File: src/rtl/lsg_pkg.sv
// Shared types and constants of the LED strip effect generator.
package lsg_pkg;

    // Field widths of the channels and registers
    localparam int MODE_W     = 4;
    localparam int BYTE_W     = 8;
    localparam int COUNT_W    = 9;
    localparam int TICKS_W    = 24;
    localparam int LEVEL_W    = 8;
    localparam int COLOUR_W   = 32;
    localparam int S_TDATA_W  = 8;
    localparam int M_TDATA_W  = 8;
    localparam int APB_DATA_W = 32;
    localparam int APB_ADDR_W = 5;
    localparam int REG_IDX_W  = 3;

    // Front queue depth
    localparam int QUEUE_DEPTH = 2;
    localparam int QPTR_W      = 1;
    localparam int QCNT_W      = 2;

    // Register indexes (byte address is 4 * index)
    localparam logic [REG_IDX_W-1:0] REG_LED_COUNT       = 3'd0;
    localparam logic [REG_IDX_W-1:0] REG_BREATHING_TICKS = 3'd1;
    localparam logic [REG_IDX_W-1:0] REG_STEADY_TICKS    = 3'd2;
    localparam logic [REG_IDX_W-1:0] REG_FLASHING_TICKS  = 3'd3;
    localparam logic [REG_IDX_W-1:0] REG_TEST_TICKS      = 3'd4;
    localparam logic [REG_IDX_W-1:0] REG_LEVEL_HIGH      = 3'd5;
    localparam logic [REG_IDX_W-1:0] REG_LEVEL_LOW       = 3'd6;

    // Register reset values
    localparam logic [COUNT_W-1:0] RST_LED_COUNT       = 9'd60;
    localparam logic [TICKS_W-1:0] RST_BREATHING_TICKS = 24'd10000;
    localparam logic [TICKS_W-1:0] RST_STEADY_TICKS    = 24'd100000;
    localparam logic [TICKS_W-1:0] RST_FLASHING_TICKS  = 24'd500000;
    localparam logic [TICKS_W-1:0] RST_TEST_TICKS      = 24'd100000;
    localparam logic [LEVEL_W-1:0] RST_LEVEL_HIGH      = 8'd255;
    localparam logic [LEVEL_W-1:0] RST_LEVEL_LOW       = 8'd0;

    // Effect codes
    localparam logic [MODE_W-1:0] MODE_BREATHE_WHITE = 4'd0;
    localparam logic [MODE_W-1:0] MODE_BREATHE_GREEN = 4'd1;
    localparam logic [MODE_W-1:0] MODE_BREATHE_BLUE  = 4'd2;
    localparam logic [MODE_W-1:0] MODE_STEADY_BLUE   = 4'd3;
    localparam logic [MODE_W-1:0] MODE_STEADY_GREEN  = 4'd4;
    localparam logic [MODE_W-1:0] MODE_STEADY_RED    = 4'd5;
    localparam logic [MODE_W-1:0] MODE_STEADY_BLACK  = 4'd6;
    localparam logic [MODE_W-1:0] MODE_FLASH_RED     = 4'd7;
    localparam logic [MODE_W-1:0] MODE_TEST          = 4'd8;

    // Effect phases
    localparam logic [1:0] PH_FIRST  = 2'd0;
    localparam logic [1:0] PH_SECOND = 2'd1;
    localparam logic [1:0] PH_DONE   = 2'd2;

    // LED words: brightness, blue, green, red from the top byte down
    localparam logic [COLOUR_W-1:0] COL_BLACK    = 32'hE000_0000;
    localparam logic [COLOUR_W-1:0] COL_TEST_LIT = 32'hEB00_00FF;
    localparam logic [COLOUR_W-1:0] COL_RED      = 32'hFF00_00FF;
    localparam logic [COLOUR_W-1:0] COL_GREEN    = 32'hFF00_FF00;
    localparam logic [COLOUR_W-1:0] COL_BLUE     = 32'hFFFF_0000;

    localparam logic [7:0] BYTE_START = 8'h00;
    localparam logic [7:0] BYTE_END   = 8'hFF;
    localparam logic [7:0] BRIGHT_MAX = 8'hFF;

    // Live configuration handed to the engine
    typedef struct packed {
        logic [COUNT_W-1:0] led_count;
        logic [TICKS_W-1:0] breathing_ticks;
        logic [TICKS_W-1:0] steady_ticks;
        logic [TICKS_W-1:0] flashing_ticks;
        logic [TICKS_W-1:0] test_ticks;
        logic [LEVEL_W-1:0] level_high;
        logic [LEVEL_W-1:0] level_low;
    } cfg_t;

    // One classified tick waiting in the queue
    typedef struct packed {
        logic              change_req;
        logic [MODE_W-1:0] mode;
    } item_t;

endpackage

File: src/rtl/led_strip_effect_generator.sv
// Top level of the LED strip effect generator: registers, tick queue and effect engine.
//
//  channel   dir   handshake                    payload
//  s_        in    s_tvalid / s_tready          s_tdata: effect_write, mode
//  m_        out   m_tvalid / m_tready          m_tdata: frame_byte, m_tuser, m_tlast
//  apb       in    psel / penable / pready      paddr, pwdata, prdata
//
//  One tick per clock cycle while s_tready is high; the engine retires one queued tick a cycle unless m_ stalls.
//  A frame byte reaches m_ through the tick queue and then the output register.
//  Reset is synchronous on aresetn low; no clearing pass follows it.
//  With m_tready low the output register holds and the two-entry queue fills,
//  after which s_tready drops until the result is taken.
module led_strip_effect_generator #(
    parameter int MAX_LEDS   = 256,
    parameter int DELAY_BITS = 24
) (
    input  logic                            aclk,
    input  logic                            aresetn,
    input  logic                            s_tvalid,
    output logic                            s_tready,
    input  logic [lsg_pkg::S_TDATA_W-1:0]   s_tdata,   // [0] effect_write, [4:1] mode
    output logic                            m_tvalid,
    input  logic                            m_tready,
    output logic [lsg_pkg::M_TDATA_W-1:0]   m_tdata,   // [7:0] frame_byte
    output logic                            m_tlast,   // frame_last
    output logic                            m_tuser,   // [0] frame_first
    input  logic                            psel,
    input  logic                            penable,
    input  logic                            pwrite,
    input  logic [lsg_pkg::APB_ADDR_W-1:0]  paddr,
    input  logic [lsg_pkg::APB_DATA_W-1:0]  pwdata,
    output logic [lsg_pkg::APB_DATA_W-1:0]  prdata,
    output logic                            pready
);
    import lsg_pkg::*;

    cfg_t  cfg;
    logic  q_valid;
    item_t q_item;
    logic  q_pop;

    lsg_regs u_regs (
        .aclk    (aclk),
        .aresetn (aresetn),
        .psel    (psel),
        .penable (penable),
        .pwrite  (pwrite),
        .paddr   (paddr),
        .pwdata  (pwdata),
        .prdata  (prdata),
        .pready  (pready),
        .cfg     (cfg)
    );

    lsg_front u_front (
        .aclk     (aclk),
        .aresetn  (aresetn),
        .s_tvalid (s_tvalid),
        .s_tready (s_tready),
        .s_tdata  (s_tdata),
        .q_valid  (q_valid),
        .q_item   (q_item),
        .q_pop    (q_pop)
    );

    lsg_back #(
        .MAX_LEDS   (MAX_LEDS),
        .DELAY_BITS (DELAY_BITS)
    ) u_back (
        .aclk     (aclk),
        .aresetn  (aresetn),
        .cfg      (cfg),
        .q_valid  (q_valid),
        .q_item   (q_item),
        .q_pop    (q_pop),
        .m_tvalid (m_tvalid),
        .m_tready (m_tready),
        .m_tdata  (m_tdata),
        .m_tlast  (m_tlast),
        .m_tuser  (m_tuser)
    );

endmodule

File: src/rtl/lsg_regs.sv
// APB configuration register file of the LED strip effect generator.
module lsg_regs (
    input  logic                            aclk,
    input  logic                            aresetn,
    input  logic                            psel,
    input  logic                            penable,
    input  logic                            pwrite,
    input  logic [lsg_pkg::APB_ADDR_W-1:0]  paddr,
    input  logic [lsg_pkg::APB_DATA_W-1:0]  pwdata,
    output logic [lsg_pkg::APB_DATA_W-1:0]  prdata,
    output logic                            pready,
    output lsg_pkg::cfg_t                   cfg
);
    import lsg_pkg::*;

    cfg_t                 cfg_reg;
    cfg_t                 cfg_next;
    logic                 wr_en;
    logic [REG_IDX_W-1:0] reg_idx;

    assign pready  = 1'b1;
    assign wr_en   = psel && penable && pwrite;
    assign reg_idx = paddr[APB_ADDR_W-1:2];
    assign cfg     = cfg_reg;

    // Write decode
    always_comb begin
        cfg_next = cfg_reg;
        if (wr_en) begin
            case (reg_idx)
                REG_LED_COUNT:       cfg_next.led_count       = pwdata[COUNT_W-1:0];
                REG_BREATHING_TICKS: cfg_next.breathing_ticks = pwdata[TICKS_W-1:0];
                REG_STEADY_TICKS:    cfg_next.steady_ticks    = pwdata[TICKS_W-1:0];
                REG_FLASHING_TICKS:  cfg_next.flashing_ticks  = pwdata[TICKS_W-1:0];
                REG_TEST_TICKS:      cfg_next.test_ticks      = pwdata[TICKS_W-1:0];
                REG_LEVEL_HIGH:      cfg_next.level_high      = pwdata[LEVEL_W-1:0];
                REG_LEVEL_LOW:       cfg_next.level_low       = pwdata[LEVEL_W-1:0];
                default: ;
            endcase
        end
    end

    always_ff @(posedge aclk) begin
        if (!aresetn) begin
            cfg_reg.led_count       <= RST_LED_COUNT;
            cfg_reg.breathing_ticks <= RST_BREATHING_TICKS;
            cfg_reg.steady_ticks    <= RST_STEADY_TICKS;
            cfg_reg.flashing_ticks  <= RST_FLASHING_TICKS;
            cfg_reg.test_ticks      <= RST_TEST_TICKS;
            cfg_reg.level_high      <= RST_LEVEL_HIGH;
            cfg_reg.level_low       <= RST_LEVEL_LOW;
        end else begin
            cfg_reg <= cfg_next;
        end
    end

    // Read mux
    always_comb begin
        case (reg_idx)
            REG_LED_COUNT:       prdata = APB_DATA_W'(cfg_reg.led_count);
            REG_BREATHING_TICKS: prdata = APB_DATA_W'(cfg_reg.breathing_ticks);
            REG_STEADY_TICKS:    prdata = APB_DATA_W'(cfg_reg.steady_ticks);
            REG_FLASHING_TICKS:  prdata = APB_DATA_W'(cfg_reg.flashing_ticks);
            REG_TEST_TICKS:      prdata = APB_DATA_W'(cfg_reg.test_ticks);
            REG_LEVEL_HIGH:      prdata = APB_DATA_W'(cfg_reg.level_high);
            REG_LEVEL_LOW:       prdata = APB_DATA_W'(cfg_reg.level_low);
            default:             prdata = '0;
        endcase
    end

endmodule

File: src/rtl/lsg_front.sv
// Input side: accepts ticks, classifies effect requests and queues them.
module lsg_front (
    input  logic                           aclk,
    input  logic                           aresetn,
    input  logic                           s_tvalid,
    output logic                           s_tready,
    input  logic [lsg_pkg::S_TDATA_W-1:0]  s_tdata,   // [0] effect_write, [4:1] mode
    output logic                           q_valid,
    output lsg_pkg::item_t                 q_item,
    input  logic                           q_pop
);
    import lsg_pkg::*;

    item_t             q_mem_reg [QUEUE_DEPTH];
    logic [QPTR_W-1:0] wr_ptr_reg;
    logic [QPTR_W-1:0] wr_ptr_next;
    logic [QPTR_W-1:0] rd_ptr_reg;
    logic [QPTR_W-1:0] rd_ptr_next;
    logic [QCNT_W-1:0] count_reg;
    logic [QCNT_W-1:0] count_next;
    logic              push;
    item_t             cls_item;

    // Classify: only an in-range mode with the write flag asks for a change
    always_comb begin
        cls_item.mode       = s_tdata[MODE_W:1];
        cls_item.change_req = s_tdata[0] &&
                              (cls_item.mode inside {[MODE_BREATHE_WHITE:MODE_TEST]});
    end

    assign s_tready = (count_reg != QCNT_W'(QUEUE_DEPTH));
    assign push     = s_tvalid && s_tready;
    assign q_valid  = (count_reg != '0);
    assign q_item   = q_mem_reg[rd_ptr_reg];

    // Queue pointers
    always_comb begin
        wr_ptr_next = push  ? wr_ptr_reg + 1'b1 : wr_ptr_reg;
        rd_ptr_next = q_pop ? rd_ptr_reg + 1'b1 : rd_ptr_reg;
        count_next  = count_reg;
        if (push && !q_pop) begin
            count_next = count_reg + 1'b1;
        end else if (!push && q_pop) begin
            count_next = count_reg - 1'b1;
        end
    end

    always_ff @(posedge aclk) begin
        if (!aresetn) begin
            wr_ptr_reg <= '0;
            rd_ptr_reg <= '0;
            count_reg  <= '0;
        end else begin
            wr_ptr_reg <= wr_ptr_next;
            rd_ptr_reg <= rd_ptr_next;
            count_reg  <= count_next;
        end
    end

    // Queue storage
    always_ff @(posedge aclk) begin
        if (push) begin
            q_mem_reg[wr_ptr_reg] <= cls_item;
        end
    end

    a_count_bound: assert property (@(posedge aclk) disable iff (!aresetn)
        count_reg <= QCNT_W'(QUEUE_DEPTH))
        else $error("queue count beyond depth");

    a_empty_ptrs: assert property (@(posedge aclk) disable iff (!aresetn)
        (count_reg == '0) |-> (wr_ptr_reg == rd_ptr_reg))
        else $error("empty queue with unequal pointers");

endmodule

File: src/rtl/lsg_back.sv
// Effect engine: runs one tick per cycle while the output is not stalled, and registers the frame byte.
module lsg_back #(
    parameter int MAX_LEDS   = 256,
    parameter int DELAY_BITS = 24
) (
    input  logic                           aclk,
    input  logic                           aresetn,
    input  lsg_pkg::cfg_t                  cfg,
    input  logic                           q_valid,
    input  lsg_pkg::item_t                 q_item,
    output logic                           q_pop,
    output logic                           m_tvalid,
    input  logic                           m_tready,
    output logic [lsg_pkg::M_TDATA_W-1:0]  m_tdata,   // [7:0] frame_byte
    output logic                           m_tlast,   // frame_last
    output logic                           m_tuser    // frame_first
);
    import lsg_pkg::*;

    localparam int N_BITS   = $clog2(MAX_LEDS + 1);
    localparam int IDX_BITS = N_BITS + 3;
    localparam int LED_BITS = IDX_BITS - 2;
    localparam int CNT_W    = (N_BITS > COUNT_W) ? N_BITS : COUNT_W;
    localparam int SAT_W    = (DELAY_BITS > TICKS_W) ? DELAY_BITS : TICKS_W;
    localparam logic [CNT_W-1:0] MAX_N     = CNT_W'(MAX_LEDS);
    localparam logic [SAT_W-1:0] DELAY_MAX = SAT_W'((64'd1 << DELAY_BITS) - 64'd1);

    function automatic logic [DELAY_BITS-1:0] sat_delay(input logic [TICKS_W-1:0] t);
        logic [SAT_W-1:0] te;
        te = SAT_W'(t);
        if (te > DELAY_MAX) te = DELAY_MAX;
        return DELAY_BITS'(te);
    endfunction

    // Effect state
    logic [MODE_W-1:0]     cur_reg,     cur_next;
    logic [1:0]            phase_reg,   phase_next;
    logic [LEVEL_W-1:0]    ramp_reg,    ramp_next;
    logic [N_BITS-1:0]     lit_reg,     lit_next;
    logic [COLOUR_W-1:0]   colour_reg,  colour_next;
    logic [N_BITS-1:0]     flit_reg,    flit_next;
    logic [IDX_BITS-1:0]   idx_reg,     idx_next;
    logic [DELAY_BITS-1:0] wait_reg,    wait_next;
    logic                  sending_reg, sending_next;

    // Output register
    logic                  m_tvalid_reg, m_tvalid_next;
    logic [BYTE_W-1:0]     byte_reg,     byte_next;
    logic                  first_reg,    first_next;
    logic                  last_reg,     last_next;

    // Working values
    logic [CNT_W-1:0]      n_wide;
    logic [N_BITS-1:0]     n;
    logic [IDX_BITS-1:0]   total;
    logic [MODE_W-1:0]     cur_w;
    logic [1:0]            phase_w;
    logic [LEVEL_W-1:0]    ramp_w;
    logic [N_BITS-1:0]     lit_w;
    logic                  sf_ok;
    logic [MODE_W-1:0]     sf_cur;
    logic [1:0]            sf_phase;
    logic [LEVEL_W-1:0]    sf_ramp;
    logic [N_BITS-1:0]     sf_lit;
    logic [COLOUR_W-1:0]   sf_colour;
    logic [N_BITS-1:0]     sf_flit;
    logic [DELAY_BITS-1:0] sf_wait;
    logic [LEVEL_W-1:0]    lv;
    logic [LED_BITS-1:0]   led;
    logic [COLOUR_W-1:0]   col;
    logic [BYTE_W-1:0]     tx_byte;
    logic                  tx_last;

    // Strip length from the live register
    always_comb begin
        n_wide = CNT_W'(cfg.led_count);
        if (n_wide == '0) begin
            n_wide = CNT_W'(1);
        end else if (n_wide > MAX_N) begin
            n_wide = MAX_N;
        end
        n     = N_BITS'(n_wide);
        total = (IDX_BITS'(n) << 2) + IDX_BITS'(8);
    end

    // Effect write takes hold first, unless the test sweep runs or the mode is unchanged
    always_comb begin
        cur_w   = cur_reg;
        phase_w = phase_reg;
        ramp_w  = ramp_reg;
        lit_w   = lit_reg;
        if (q_item.change_req && (cur_reg != MODE_TEST) && (q_item.mode != cur_reg)) begin
            cur_w   = q_item.mode;
            phase_w = PH_FIRST;
            ramp_w  = cfg.level_high;
            lit_w   = N_BITS'(1);
        end
    end

    // Next-frame decision
    always_comb begin
        sf_ok     = 1'b1;
        sf_cur    = cur_w;
        sf_phase  = phase_w;
        sf_ramp   = ramp_w;
        sf_lit    = lit_w;
        sf_colour = COL_BLACK;
        sf_flit   = n;
        sf_wait   = sat_delay(cfg.steady_ticks);
        lv        = ramp_w;
        case (cur_w)
            MODE_BREATHE_WHITE, MODE_BREATHE_GREEN, MODE_BREATHE_BLUE: begin
                if (cfg.level_high < cfg.level_low) begin
                    // empty ramp: no frame
                    sf_ok    = 1'b0;
                    sf_phase = PH_FIRST;
                    sf_ramp  = cfg.level_high;
                end else begin
                    lv = ramp_w;
                    if (lv > cfg.level_high) lv = cfg.level_high;
                    if (lv < cfg.level_low)  lv = cfg.level_low;
                    if (cur_w == MODE_BREATHE_WHITE) begin
                        sf_colour = {BRIGHT_MAX, lv, lv, lv};
                    end else if (cur_w == MODE_BREATHE_GREEN) begin
                        sf_colour = {BRIGHT_MAX, 8'h00, lv, 8'h00};
                    end else begin
                        sf_colour = {BRIGHT_MAX, lv, 8'h00, 8'h00};
                    end
                    sf_ramp = lv;
                    if (phase_w == PH_SECOND) begin
                        if (lv < cfg.level_high) begin
                            sf_ramp = lv + 1'b1;
                        end else begin
                            sf_phase = PH_FIRST;
                            sf_ramp  = cfg.level_high;
                        end
                    end else begin
                        if (lv > cfg.level_low) begin
                            sf_ramp = lv - 1'b1;
                        end else begin
                            sf_phase = PH_SECOND;
                            sf_ramp  = cfg.level_low;
                        end
                    end
                    sf_wait = sat_delay(cfg.breathing_ticks);
                end
            end
            MODE_STEADY_BLUE:  sf_colour = COL_BLUE;
            MODE_STEADY_GREEN: sf_colour = COL_GREEN;
            MODE_STEADY_RED:   sf_colour = COL_RED;
            MODE_STEADY_BLACK: sf_colour = COL_BLACK;
            MODE_FLASH_RED: begin
                if (phase_w == PH_SECOND) begin
                    sf_colour = COL_RED;
                    sf_phase  = PH_FIRST;
                end else begin
                    sf_colour = COL_BLACK;
                    sf_phase  = PH_SECOND;
                end
                sf_wait = sat_delay(cfg.flashing_ticks);
            end
            MODE_TEST: begin
                if (phase_w[1]) begin
                    // sweep over: fall back to steady black
                    sf_cur    = MODE_STEADY_BLACK;
                    sf_phase  = PH_FIRST;
                    sf_colour = COL_BLACK;
                end else begin
                    if (sf_lit == '0) sf_lit = N_BITS'(1);
                    if ((sf_phase == PH_FIRST) && (sf_lit >= n)) begin
                        sf_phase = PH_SECOND;
                        sf_lit   = n;
                    end
                    if ((sf_phase == PH_SECOND) && (sf_lit > n)) sf_lit = n;
                    sf_colour = COL_TEST_LIT;
                    sf_flit   = sf_lit;
                    if (sf_phase == PH_FIRST) begin
                        sf_lit = sf_lit + 1'b1;
                    end else if (sf_lit > N_BITS'(1)) begin
                        sf_lit = sf_lit - 1'b1;
                    end else begin
                        sf_phase = PH_DONE;
                    end
                    sf_wait = sat_delay(cfg.test_ticks);
                end
            end
            default: sf_ok = 1'b0;
        endcase
    end

    // Byte of the running frame
    always_comb begin
        led     = LED_BITS'(idx_reg >> 2) - 1'b1;
        col     = (led < LED_BITS'(flit_reg)) ? colour_reg : COL_BLACK;
        tx_last = (idx_reg + 1'b1) >= total;
        if (idx_reg < IDX_BITS'(4)) begin
            tx_byte = BYTE_START;
        end else if ((idx_reg + IDX_BITS'(4)) >= total) begin
            tx_byte = BYTE_END;
        end else begin
            case (idx_reg[1:0])
                2'd0:    tx_byte = col[31:24];
                2'd1:    tx_byte = col[23:16];
                2'd2:    tx_byte = col[15:8];
                default: tx_byte = col[7:0];
            endcase
        end
    end

    // Tick execution
    always_comb begin
        q_pop         = q_valid && (!m_tvalid_reg || m_tready);
        cur_next      = cur_reg;
        phase_next    = phase_reg;
        ramp_next     = ramp_reg;
        lit_next      = lit_reg;
        colour_next   = colour_reg;
        flit_next     = flit_reg;
        idx_next      = idx_reg;
        wait_next     = wait_reg;
        sending_next  = sending_reg;
        m_tvalid_next = m_tvalid_reg && !m_tready;
        byte_next     = byte_reg;
        first_next    = first_reg;
        last_next     = last_reg;
        if (q_pop) begin
            cur_next   = cur_w;
            phase_next = phase_w;
            ramp_next  = ramp_w;
            lit_next   = lit_w;
            if (!sending_reg) begin
                if (wait_reg != '0) begin
                    wait_next = wait_reg - 1'b1;
                end else begin
                    cur_next   = sf_cur;
                    phase_next = sf_phase;
                    ramp_next  = sf_ramp;
                    lit_next   = sf_lit;
                    if (sf_ok) begin
                        // first byte of a new frame is always a start byte
                        colour_next   = sf_colour;
                        flit_next     = sf_flit;
                        wait_next     = sf_wait;
                        sending_next  = 1'b1;
                        idx_next      = IDX_BITS'(1);
                        m_tvalid_next = 1'b1;
                        byte_next     = BYTE_START;
                        first_next    = 1'b1;
                        last_next     = 1'b0;
                    end
                end
            end else begin
                m_tvalid_next = 1'b1;
                byte_next     = tx_byte;
                first_next    = (idx_reg == '0);
                last_next     = tx_last;
                if (tx_last) begin
                    sending_next = 1'b0;
                    idx_next     = '0;
                end else begin
                    idx_next = idx_reg + 1'b1;
                end
            end
        end
    end

    always_ff @(posedge aclk) begin
        if (!aresetn) begin
            cur_reg      <= MODE_BREATHE_WHITE;
            phase_reg    <= PH_FIRST;
            ramp_reg     <= 8'd255;
            lit_reg      <= N_BITS'(1);
            colour_reg   <= '0;
            flit_reg     <= '0;
            idx_reg      <= '0;
            wait_reg     <= '0;
            sending_reg  <= 1'b0;
            m_tvalid_reg <= 1'b0;
        end else begin
            cur_reg      <= cur_next;
            phase_reg    <= phase_next;
            ramp_reg     <= ramp_next;
            lit_reg      <= lit_next;
            colour_reg   <= colour_next;
            flit_reg     <= flit_next;
            idx_reg      <= idx_next;
            wait_reg     <= wait_next;
            sending_reg  <= sending_next;
            m_tvalid_reg <= m_tvalid_next;
        end
    end

    always_ff @(posedge aclk) begin
        byte_reg  <= byte_next;
        first_reg <= first_next;
        last_reg  <= last_next;
    end

    assign m_tvalid = m_tvalid_reg;
    assign m_tdata  = byte_reg;
    assign m_tuser  = first_reg;
    assign m_tlast  = last_reg;

    a_first_is_start: assert property (@(posedge aclk) disable iff (!aresetn)
        (m_tvalid && m_tuser) |-> (m_tdata == BYTE_START && !m_tlast))
        else $error("frame start item not a zero byte");

    a_last_is_end: assert property (@(posedge aclk) disable iff (!aresetn)
        (m_tvalid && m_tlast) |-> (m_tdata == BYTE_END))
        else $error("frame end item not an end byte");

endmodule
File: config.mk
export PLATFORM = sky130hd
export DESIGN_NAME = led_strip_effect_generator
export DESIGN_NICKNAME = d
export VERILOG_FILES = /design/src/rtl/lsg_pkg.sv /design/src/rtl/led_strip_effect_generator.sv /design/src/rtl/lsg_regs.sv /design/src/rtl/lsg_front.sv /design/src/rtl/lsg_back.sv
export SDC_FILE = /design/constraint.sdc
export NUM_CORES = 1
export LEC_CHECK = 0
export ABC_AREA = 1
export CORE_ASPECT_RATIO = 2
export CORE_UTILIZATION = 50
export CTS_CLUSTER_SIZE = 12
export DETAILED_ROUTE_END_ITERATION = 7
export DONT_BUFFER_PORTS = 1
export SYNTH_ARGS = -nofsm -noshare
export SYNTH_HDL_FRONTEND = slang
export SYNTH_SLANG_ARGS = --single-unit
File: constraint.sdc
create_clock -name aclk -period 13.06 [get_ports aclk]
set_input_delay 1.959 -clock aclk [delete_from_list [all_inputs] [get_ports aclk]]
set_output_delay 1.959 -clock aclk [all_outputs]
set_load 0.02 [all_outputs]
==> metrics.md <==
| Metric | Value |
|---|---|
| Status | `completed` |
| Pre-antenna DRT Iters | `5` |
| R2R Path End | `u_back.ramp_reg[2]` |
| WP buf/inv | `6` |
| Layout Utilization | `0.539` |
| Pwr dens | `223 mW/mm^2` |
| Min-delay worst type | `reg2reg` |
| DRT antenna net count | `0` |
| Setup Buffers After CTS | `0` |
| Avg Cell Area, Syn | `6.78 um^2` |
| Cell taking the most area after synthesis | `dfxtp_1` |
| Worst Path Arrival | `8.24 ns` |
| Dominant cells by area after synthesis | `dfxtp_1, nand2_1, a21oi_1, ha_1, o21ai_0` |
| VDD IR max | `0.0992 mV` |
| Slew Viols, Final | `0` |
| Maximum number of pins on one net before global-route repair | `141` |
| EDFF count, synth | `20` |
| Starting Density | `0.509` |
| Top cell by count, worst path | `nand2_1` |
| Crit Path Class | `reg2reg` |
| Post-Syn Area | `0.0161 mm^2` |
| Max Cap Viol | `0` |
| Min-delay src | `u_back.flit_reg[7]` |
| Worst-path maximum fanout | `21` |
| CTS Buf Count | `25` |
| Die W | `129 um` |
| Pre-CTS WS | `5.68 ns` |
| Ys Warns | `0` |
| RSZ-0062 raised after global routing | `no` |
| Total number of vias | `16028` |
| CP max-delay cell | `o21ai_0` |
| CTS tree | `yes` |
| Global-route wire length before repair | `86200 um` |
| Largest register FFs | `121` |
| Insertion delay to the later sink of the worst-skew pair | `0.55 ns` |
| Grt total ovfl | `0` |
| Area delta synth->final | `5.88%` |
| Delay-heaviest family, CP | `simple AND/OR/NAND/NOR gates` |
| DR vias/cell | `5.82` |
| Fmax | `129 MHz` |
| Sequential fraction of the synthesis area | `0.314` |
| Io pins | `97` |
| Die Span Y | `256 um` |
| Post-Syn Instances | `2378` |
| Most frequent cell after synthesis | `nand2_1` |
| Min-Delay Endpoint | `u_back.flit_reg[7]` |
| Post-synth cell types | `58` |
| #FFs+latches synth | `243` |
| Initial antenna violation count | `1` |
| Final WS setup | `5.31 ns` |
| ANT cells | `0` |
| DRC viols | `0` |
| Final GP Congestion | `0.963` |
| Worst Setup End Kind | `flip-flop` |
| Port bufs | `0` |
| CP peak stage delay | `0.79 ns` |
| Hold depth | `2` |
| Setup TNS | `0 ns` |
| Most frequent cells after synthesis | `nand2_1, a21oi_1, inv_1` |
| Nets@finish | `2471` |
| Root Driver | `clkbuf_16` |
| CTS Hold Bufs | `0` |
| Relative slew slack | `0.186` |
| Final Critical Period | `7.75 ns` |
| Layout cells sized above 1 | `0.0613` |
| Post-CTS resize count | `0` |
| Die ar. | `0.0330 mm^2` |
| Iteration-0 DRC Markers | `929` |
| Detailed Place HPWL | `42100 um` |
| Clk buf depth | `3` |
| Tot Pwr | `3.81 mW` |
| H-tree depth | `1` |
| Main synth FF type | `dfxtp_1` |
| R2r worst-path depth | `39` |
| Required time worst endpoint | `13.55 ns` |
| WL/cell | `20.4 um` |
| Period utilization | `0.593` |
| Final hold slack | `0.464 ns` |
| Clock-pin slew on the worst setup and hold paths | `0.07 ns` |
| Clock sinks | `243` |
| Vias in the first global route | `15522` |
| Reg-to-reg setup timing slack | `5.31 ns` |
| CORE AREA | `0.0317 mm^2` |
| Startpoint Class | `flip-flop` |
| Worst-Margin Slew | `1.22 ns` |
| Hold Vio Cnt, Final | `0` |
| Leakage | `7.28 nW` |
| Top-area cell type share of the netlist area | `0.277` |
| Total routed wirelength | `56300 um` |
| Ys async rst share | `0` |
| Rows | `92` |
| # setup viols final | `0` |
| Final Skew | `0.0132 ns` |
| Global Route Usage Sum | `0.344` |
## placed cells by master (no fill, tap or decap), drive strengths merged, types with 6 or more instances in the layout
master   netlist  layout
nand2        471     471
inv          311     311
a21oi        290     290
o21ai        287     287
dfxtp        223     223
nor2         175     175
nand3        105     105
ha            99      99
o211ai        39      39
xor2          38      38
clkbuf        85      36
o22ai         31      31
nand4         27      27
buf           33      24
nor3          21      21
edfxtp        20      20
a31oi         19      19
a221o         15      15
conb           2      11
or2           11      11
o2111ai        7       7
o221ai         7       7
o21bai         7       7
xnor2          7       7
clkinv         6       7
o21a           6       6
a211oi         6       6
## area by class of cell
cell class,instances,area [um^2]
sequential,243,5060
clock buffer,36,677
clock inverter,3,42.5
tap,423,529
multi-input combinational,1709,9380
fill,3251,14600
timing repair buffer,24,180
inverter,317,1190
## worst reg2reg max path: cells and delay by family, from the launching register on
family          cells  cell delay [ns]
simple gates       25             3.02
compound gates      5             2.48
fa+ha+maj           3             0.91
buf+inv             6             0.77
flops               1             0.55
## how the worst max path moves through the flow
| stage | slack (ns) | to | cells past startpoint |
|---|---|---|---|
| after floorplan | 7.24 | u_back.ramp_reg[3] | 42 |
| after global placement | 5.66 | u_back.ramp_reg[3] | 38 |
| after detailed placement | 5.68 | u_back.ramp_reg[3] | 38 |
| after CTS | 5.63 | u_back.ramp_reg[3] | 38 |
| after global routing | 4.60 | u_back.ramp_reg[3] | 38 |
| final | 5.31 | u_back.ramp_reg[2] | 39 |
## metal layers
layer	GRT usage	wire length (um)	vias to the layer above
met2	0.663	30300	528
met5	0	11	-
li1	-	-	7871
met1	0.313	18400	7407
met4	0.260	4700	2
met3	0.0514	2870	220
## power by group
group | switching [mW] | internal, mW | total, mW
Sequential | 0.0602 | 0.830 | 0.890
Combinational | 1.61 | 0.633 | 2.24
Clock | 0.302 | 0.375 | 0.677
## stage by stage
step / cells / area, um^2
2_1_floorplan: 2387 / 16200
3_3_place_gp: 2716 / 16300
3_5_place_dp: 2716 / 16300
4_1_cts: 2755 / 17100
5_1_grt: 2755 / 17100
6_report: 2755 / 17100
## kinds of logic after synthesis
kind of cell	Yosys count	share of synthesized area
AND/OR/NAND/NOR	818	0.217
AO/OA/AOI/OAI	735	0.260
buffers and inverters	435	0.107
flip-flops	243	0.314
adder cells (fa/ha/maj)	99	0.0769
XOR/XNOR	45	0.0245
other	2	0.000466
multiplexers	1	0.000621
(Power assumes the default switching activity.)
